$ cat config.mk
export PLATFORM = sky130hd
export DESIGN_NAME = llcp_mul
export DESIGN_NICKNAME = d
export VERILOG_FILES = /design/src/hw/rtl/llcp_pkg.sv /design/src/hw/rtl/llcp_mul.sv
export SDC_FILE = /design/constraint.sdc
export NUM_CORES = 2
export LEC_CHECK = 0
export BUFFER_PORTS_ARGS = -buffer_cell sky130_fd_sc_hd__buf_2
export CORE_ASPECT_RATIO = 0.5
export CORE_MARGIN = 2
export CORE_UTILIZATION = 45
export CTS_CLUSTER_SIZE = 8
export DETAILED_ROUTE_END_ITERATION = 8
export GPL_TIMING_DRIVEN = 0
export HOLD_SLACK_MARGIN = 0.03
export PLACE_DENSITY = 0.74
export REMOVE_ABC_BUFFERS = 1
export SYNTH_ARGS = -nofsm -noshare
export SYNTH_HDL_FRONTEND = slang
export SYNTH_SLANG_ARGS = --single-unit
$ cat constraint.sdc
create_clock -name clk -period 8.1 [get_ports clk]
set_input_delay 1.62 -clock clk [delete_from_list [all_inputs] [get_ports clk]]
set_output_delay 1.62 -clock clk [all_outputs]
set_load 0.01 [all_outputs]
$ cat src/hw/rtl/llcp_pkg.sv
package llcp_pkg;

    // Coordinate format: signed fixed point, FRAC_BITS of COORD_WIDTH bits are fraction.
    localparam int COORD_WIDTH = 32;
    localparam int FRAC_BITS   = 16;

    // Threshold register: unsigned, THRESH_FRAC fraction bits.
    localparam int THRESH_WIDTH = 40;
    localparam int THRESH_FRAC  = 32;
    localparam logic [THRESH_WIDTH-1:0] THRESH_RESET = THRESH_WIDTH'(429497);

    // Width of one slice of a multiplier operand.
    localparam int LIMB_BITS = 32;

    // Derived widths of the exact intermediate values.
    localparam int VEC_W  = COORD_WIDTH + 1;        // u, v, w
    localparam int DOT_W  = 2 * VEC_W + 2;          // a, b, c, d, e
    localparam int DET_W  = 2 * DOT_W + 1;          // D and the numerator N
    localparam int PROD_W = VEC_W + DET_W;          // u_i * N
    localparam int QUO_W  = COORD_WIDTH + 2;        // quotient bits kept

    typedef struct packed {
        logic signed [COORD_WIDTH-1:0] line_a_start_x;
        logic signed [COORD_WIDTH-1:0] line_a_start_y;
        logic signed [COORD_WIDTH-1:0] line_a_start_z;
        logic signed [COORD_WIDTH-1:0] line_a_end_x;
        logic signed [COORD_WIDTH-1:0] line_a_end_y;
        logic signed [COORD_WIDTH-1:0] line_a_end_z;
        logic signed [COORD_WIDTH-1:0] line_b_start_x;
        logic signed [COORD_WIDTH-1:0] line_b_start_y;
        logic signed [COORD_WIDTH-1:0] line_b_start_z;
        logic signed [COORD_WIDTH-1:0] line_b_end_x;
        logic signed [COORD_WIDTH-1:0] line_b_end_y;
        logic signed [COORD_WIDTH-1:0] line_b_end_z;
    } req_t;

    typedef struct packed {
        logic signed [COORD_WIDTH-1:0] closest_x;
        logic signed [COORD_WIDTH-1:0] closest_y;
        logic signed [COORD_WIDTH-1:0] closest_z;
        logic                          nearly_parallel;
        logic                          saturated;
    } rsp_t;

    function automatic int imax(input int x, input int y);
        return (x > y) ? x : y;
    endfunction

endpackage

$ cat src/hw/rtl/llcp_mul.sv
module llcp_mul #(
    parameter int WA = llcp_pkg::VEC_W,
    parameter int WB = llcp_pkg::VEC_W
) (
    input  logic                  clk,
    input  logic                  en,
    input  logic signed [WA-1:0]  a,
    input  logic signed [WB-1:0]  b,
    output logic signed [WA+WB-1:0] p
);
    import llcp_pkg::*;

    // Sign and magnitude, limb products, row sums, final sum: four register stages.
    localparam int LB = LIMB_BITS;
    localparam int NA = (WA + LB - 1) / LB;
    localparam int NB = (WB + LB - 1) / LB;
    localparam int IW = (NA + NB) * LB;
    localparam int PW = WA + WB;

    logic [WA-1:0]      abs_a;
    logic [WB-1:0]      abs_b;
    logic [NA*LB-1:0]   ma_reg;
    logic [NB*LB-1:0]   mb_reg;
    logic               sa_reg;
    logic               sb_reg;
    logic               sc_reg;
    logic [2*LB-1:0]    pp_reg [NA][NB];
    logic [IW-1:0]      row_next [NA];
    logic [IW-1:0]      row_reg [NA];
    logic [IW-1:0]      sum_next;
    logic signed [PW-1:0] p_reg;

    always_comb
    begin
        abs_a = a[WA-1] ? WA'(-a) : a;
        abs_b = b[WB-1] ? WB'(-b) : b;
    end

    always_ff @(posedge clk)
    begin
        if (en)
        begin
            ma_reg <= (NA*LB)'(abs_a);
            mb_reg <= (NB*LB)'(abs_b);
            sa_reg <= a[WA-1] ^ b[WB-1];
        end
    end

    for (genvar i = 0; i < NA; i++)
    begin : g_row
        for (genvar j = 0; j < NB; j++)
        begin : g_col
            always_ff @(posedge clk)
            begin
                if (en)
                begin
                    pp_reg[i][j] <= ma_reg[i*LB +: LB] * mb_reg[j*LB +: LB];
                end
            end
        end
    end

    always_ff @(posedge clk)
    begin
        if (en)
        begin
            sb_reg <= sa_reg;
        end
    end

    always_comb
    begin
        for (int i = 0; i < NA; i++)
        begin
            row_next[i] = '0;
            for (int j = 0; j < NB; j++)
            begin
                row_next[i] = row_next[i] + (IW'(pp_reg[i][j]) << (j * LB));
            end
        end
    end

    always_ff @(posedge clk)
    begin
        if (en)
        begin
            row_reg <= row_next;
            sc_reg  <= sb_reg;
        end
    end

    always_comb
    begin
        sum_next = '0;
        for (int i = 0; i < NA; i++)
        begin
            sum_next = sum_next + (row_reg[i] << (i * LB));
        end
    end

    always_ff @(posedge clk)
    begin
        if (en)
        begin
            p_reg  <= sc_reg ? -$signed(sum_next[PW-1:0]) : $signed(sum_next[PW-1:0]);
        end
    end

    assign p = p_reg;

endmodule

-- Word-level counts from Yosys, hierarchy flattened
Memory sizes are Yosys's and may differ from the RTL's.
Cells that the tools add are included.
- add/subtract/negate cells: 6
- multiply operators: 4
- multiplexer cells: 5
- bitwise logic cells: 1
- operators with widths (kind ; number):
    $add 64x66->66 ; 1
    $add 66x66->66 ; 1
    $mux 66 ; 1
    $neg 33->33 ; 2
    $neg 66->66 ; 1
    $mul 32x32->64 ; 1
    $mux 32 ; 2
    $add 34x34->34 ; 1
    $mul 1x32->33 ; 1
    $mul 32x1->33 ; 1
    $mul 1x1->2 ; 1
    $mux 1 ; 2
    $xor 1x1->1 ; 1
- flip-flop bits (word level): 235
- memory bits (writable): 194
- bits of input ports: 68
- output and inout port bits: 66
- logic and storage cells: 27
- memories: 1
- memories (memory ; depth ; bits a word ; rd ports ; clocked after Yosys merged registers in ; write ports ; line ; text):
    pp_reg ; 2 ; 97 ; 2 ; 0 ; 2 ; llcp_mul.sv:27 ; logic [2*LB-1:0] pp_reg [NA][NB];

-- Logic depth before layout (Yosys ltp)
- depth after elaboration: 3
- gate-level depth with buffers: 29
- depth with buffers taken out: 27

-- Least setup slack after synthesis
No wires, ideal clock.
- kind: register -> register
- start point: register mb_reg[5]
- end point: memory pp_reg[0][93] (netlist name), data pin
- library setup time: 0.281 ns
- arrival: 7.403 ns
- required time: 7.819 ns
- path slack: 0.416 ns
- stages on the path, launching flop included: 26
- path buffers: 2
- clock period less this slack: 7.684 ns
- cell sequence: edfxtp_1 -> clkbuf_1 -> and2_1 -> fa_1 -> fa_1 -> fa_1 -> inv_1 -> fa_1 -> inv_1 -> fa_1 -> inv_1 -> fa_1 -> inv_1 -> fa_1 -> fa_1 -> ha_1 -> clkbuf_1 -> a21o_1 -> a21oi_1 -> nor4b_1 -> o41a_1 -> o31ai_1 -> a21o_1 -> a31oi_1 -> o31ai_1 -> o311ai_0
- RTL lines (item ; line ; text):
    from (decl) ; llcp_mul.sv:23 ; logic [NB*LB-1:0] mb_reg;
    from (signal assigned) ; llcp_mul.sv:44 ; mb_reg <= (NB*LB)'(abs_b);
    to (decl) ; llcp_mul.sv:27 ;

==> impl_metrics.toml <==
[die]
chipHeight_um = 241
core_sq_um = 111000
fp.dieArea_sq_um = 115000
initial_utilization_pct = 45.6
io_pins = 134
rows = 86
die_w_um = 478

[layout]
finish.utilization_pct = 52.3
largest_reg_flops = 129
nNetsFinal = 6464
fill_cells = 9023
layout-drive-gt1-share_pct = 10.7
area_growth_syn_to_layout_pct = 14.8
final_area_sq_um = 57900

[sta]
skew_ns = 0.0471
rsz0062_at_grt = "yes"
max_freq_mhz = 122
fin_crit_ns = 8.23
setup_violations = 3
drv_slew = 0
fin_ws_ns = -0.126
timing.hold.ws_ns = 0.387
tightestPinTransition_ns = 1.45
tns_ns = -0.221
min_period_over_period_pct = 102
slew_headroom_pct = 3.02
hold_viol = 0

[logic_synthesis]
yosys.cell_types.count = 75
synth_commonest_cells = "898 x fa_1, 893 x inv_1, 687 x and2_1, 531 x nand2_1, 362 x edfxtp_1"
ys_seq_area_share_pct = 21.5
synth_edf_count = 362
synthCells = 4972
netlist_area_sq_um = 50500
async_flop_share_pct = 0
synth_top_cell_by_area = "fa_1"
synthTopCellsByArea = "fa_1 36%, edfxtp_1 22%, and2_1 8.5%"
yosysMostFrequentCell = "fa_1"
ys_warn_count = 0
synthFlopType = "edfxtp_1"
synth_top_area_share_pct = 35.6
synth_seq_cells = 362
synth.avg_cell_area_sq_um = 10.2

[critical_path]
cp_max_fo = 7
critPathKind = "register to register"
start_kind = "register"
cp.required_ns = 8.43
crit_arrival_ns = 8.56
cp-end-kind = "register"

[hold_path]
hp-class = "register to register"

[detailed_routing]
detail_route.wl_per_cell_um = 21.1
drcViolationCount = 0
totalWireLength_mm = 141
viasPerCell = 5.57
first_pass_iters = 6
drt_iter0_drc = 3621
via_count = 37300
drtAntennaViolNets = 0

[clocking]
clock_latency_ns = 0.62
clock-root-buffer = "clkbuf_16"
htree_levels = 2
numClockSinks = 362
ctsLongestPathBuffers = 3
clkSlewWorstSetupHoldPaths_ns = 0.06
numCtsBuffers = 52
cts_tree = "done"

[placement]
postPlaceCellArea_sq_um = 53500
io_buffers = 133
gp_congestion = 0.922
hpwl_mm = 97.6

[global_routing]
globalRouteMet3Util_pct = 6.40
overflow = 0
grt_pass1_wl_mm = 220
antenna_found_initial = 20
gr-usage-met2_pct = 40.4
grt_pass1_vias = 40000
top_usage_layer = "met2"
grt_max_degree = 122
use_met1_pct = 30.5
grt_usage_pct = 24.6

[outcome]
status = "finished, violations left"
violations = "negative setup slack"

[flow_run]
drv_cap = 0
-- metal layers --
layer / vias to the layer above / part of all wire (%)
met5: - / 0.019
met2: 2077 / 46
met3: 505 / 11
met4: 4 / 5.1
met1: 18800 / 38
li1: 15900 / -
-- cell usage in the layout, fill, tap and decap left out, types with 21 or more instances in the layout --
| cell type | synthesis | final |
|---|---|---|
| buf_16 | 0 | 54 |
| o21ai_0 | 114 | 106 |
| ha_1 | 331 | 309 |
| inv_1 | 893 | 889 |
| buf_4 | 0 | 132 |
| fa_1 | 898 | 888 |
| nor3_1 | 23 | 22 |
| nand2_1 | 531 | 529 |
| buf_12 | 0 | 36 |
| o31ai_1 | 37 | 33 |
| edfxtp_1 | 362 | 362 |
| and2_1 | 687 | 682 |
| nor2_1 | 88 | 86 |
| xnor2_1 | 192 | 192 |
| diode_2 | 0 | 21 |
| a21o_1 | 69 | 69 |
| a21oi_1 | 123 | 112 |
| nand4_1 | 23 | 23 |
| nand3_1 | 39 | 37 |
| o21a_1 | 24 | 24 |
| xor2_1 | 38 | 38 |
| buf_2 | 3 | 132 |
| clkbuf_16 | 0 | 61 |
| nand2b_1 | 22 | 22 |
-- cells by family after synthesis --
group           after synthesis  share of synthesized area (%)
simple gates               1525                           15.9
compound gates              490                           6.35
mux                           1                         0.0198
flops                       362                           21.5
xor+xnor                    230                           3.99
buf+inv                    1135                           8.44
fa+ha+maj                  1229                           43.8
-- final timing paths --
kind                  from             to  slack [ns]  cells past startpoint
max             ma_reg[11]  pp_reg[0][94]       -0.13                     26
min          pp_reg[1][56]    row_reg[23]        0.39                      0
max reg2reg     ma_reg[11]  pp_reg[0][94]       -0.13                     26
min reg2reg  pp_reg[1][56]    row_reg[23]        0.39                      0
-- metrics by stage --
step | worst slack (ns) | instances
2_1_floorplan | 0.414 | 4730
3_3_place_gp | -1.59 | 6359
3_5_place_dp | -1.60 | 6409
4_1_cts | 0.00406 | 6613
5_1_grt | -0.250 | 6678
6_report | -0.126 | 6693
-- final cells by class --
| cell class | instances | area (sq um) | area share, % |
|---|---|---|---|
| diodes | 21 | 52.6 | 0.0907 |
| repair buffers | 383 | 4340 | 7.48 |
| flip-flops and latches | 362 | 10900 | 18.8 |
| clock inverters | 6 | 87.6 | 0.151 |
| multi-input cells | 3475 | 36000 | 62.2 |
| clock buffers | 57 | 1340 | 2.31 |
| inverters | 893 | 3350 | 5.78 |
| well taps | 1496 | 1870 | 3.23 |
-- what timing repair did --
item | 4_1_cts | 5_1_grt
cloned | 0 | 3
endpoints found under the setup margin | 38 | 22
hold buffers | 0 | 0
pin swaps | 13 | 58
gates resized for setup | 44 | 107
hold endpoints to repair | 0 | 0
buffers inserted | 141 | 57
-- critical path: stages, from the launching register on --
cell and delay (ns):
edfxtp_1 0.53, clkbuf_16 0.24, clkbuf_4 0.20, and2_1 0.18, fa_1 0.50, inv_1 0.05
fa_1 0.58, inv_1 0.07, fa_1 0.48, fa_1 0.57, fa_1 0.43, fa_1 0.51
fa_1 0.44, fa_1 0.50, ha_4 0.32, nand4_1 0.22, nor3_4 0.37, nand3_2 0.14
a211oi_4 0.23, a211oi_4 0.08, buf_12 0.15, o41a_1 0.37, nand4b_1 0.14, nand2_2 0.10
o311ai_1 0.25, a21oi_1 0.12, xnor2_1 0.13
Power is not shown: default switching activity piles up to over one toggle a cycle in this logic, so the estimate is an artifact.
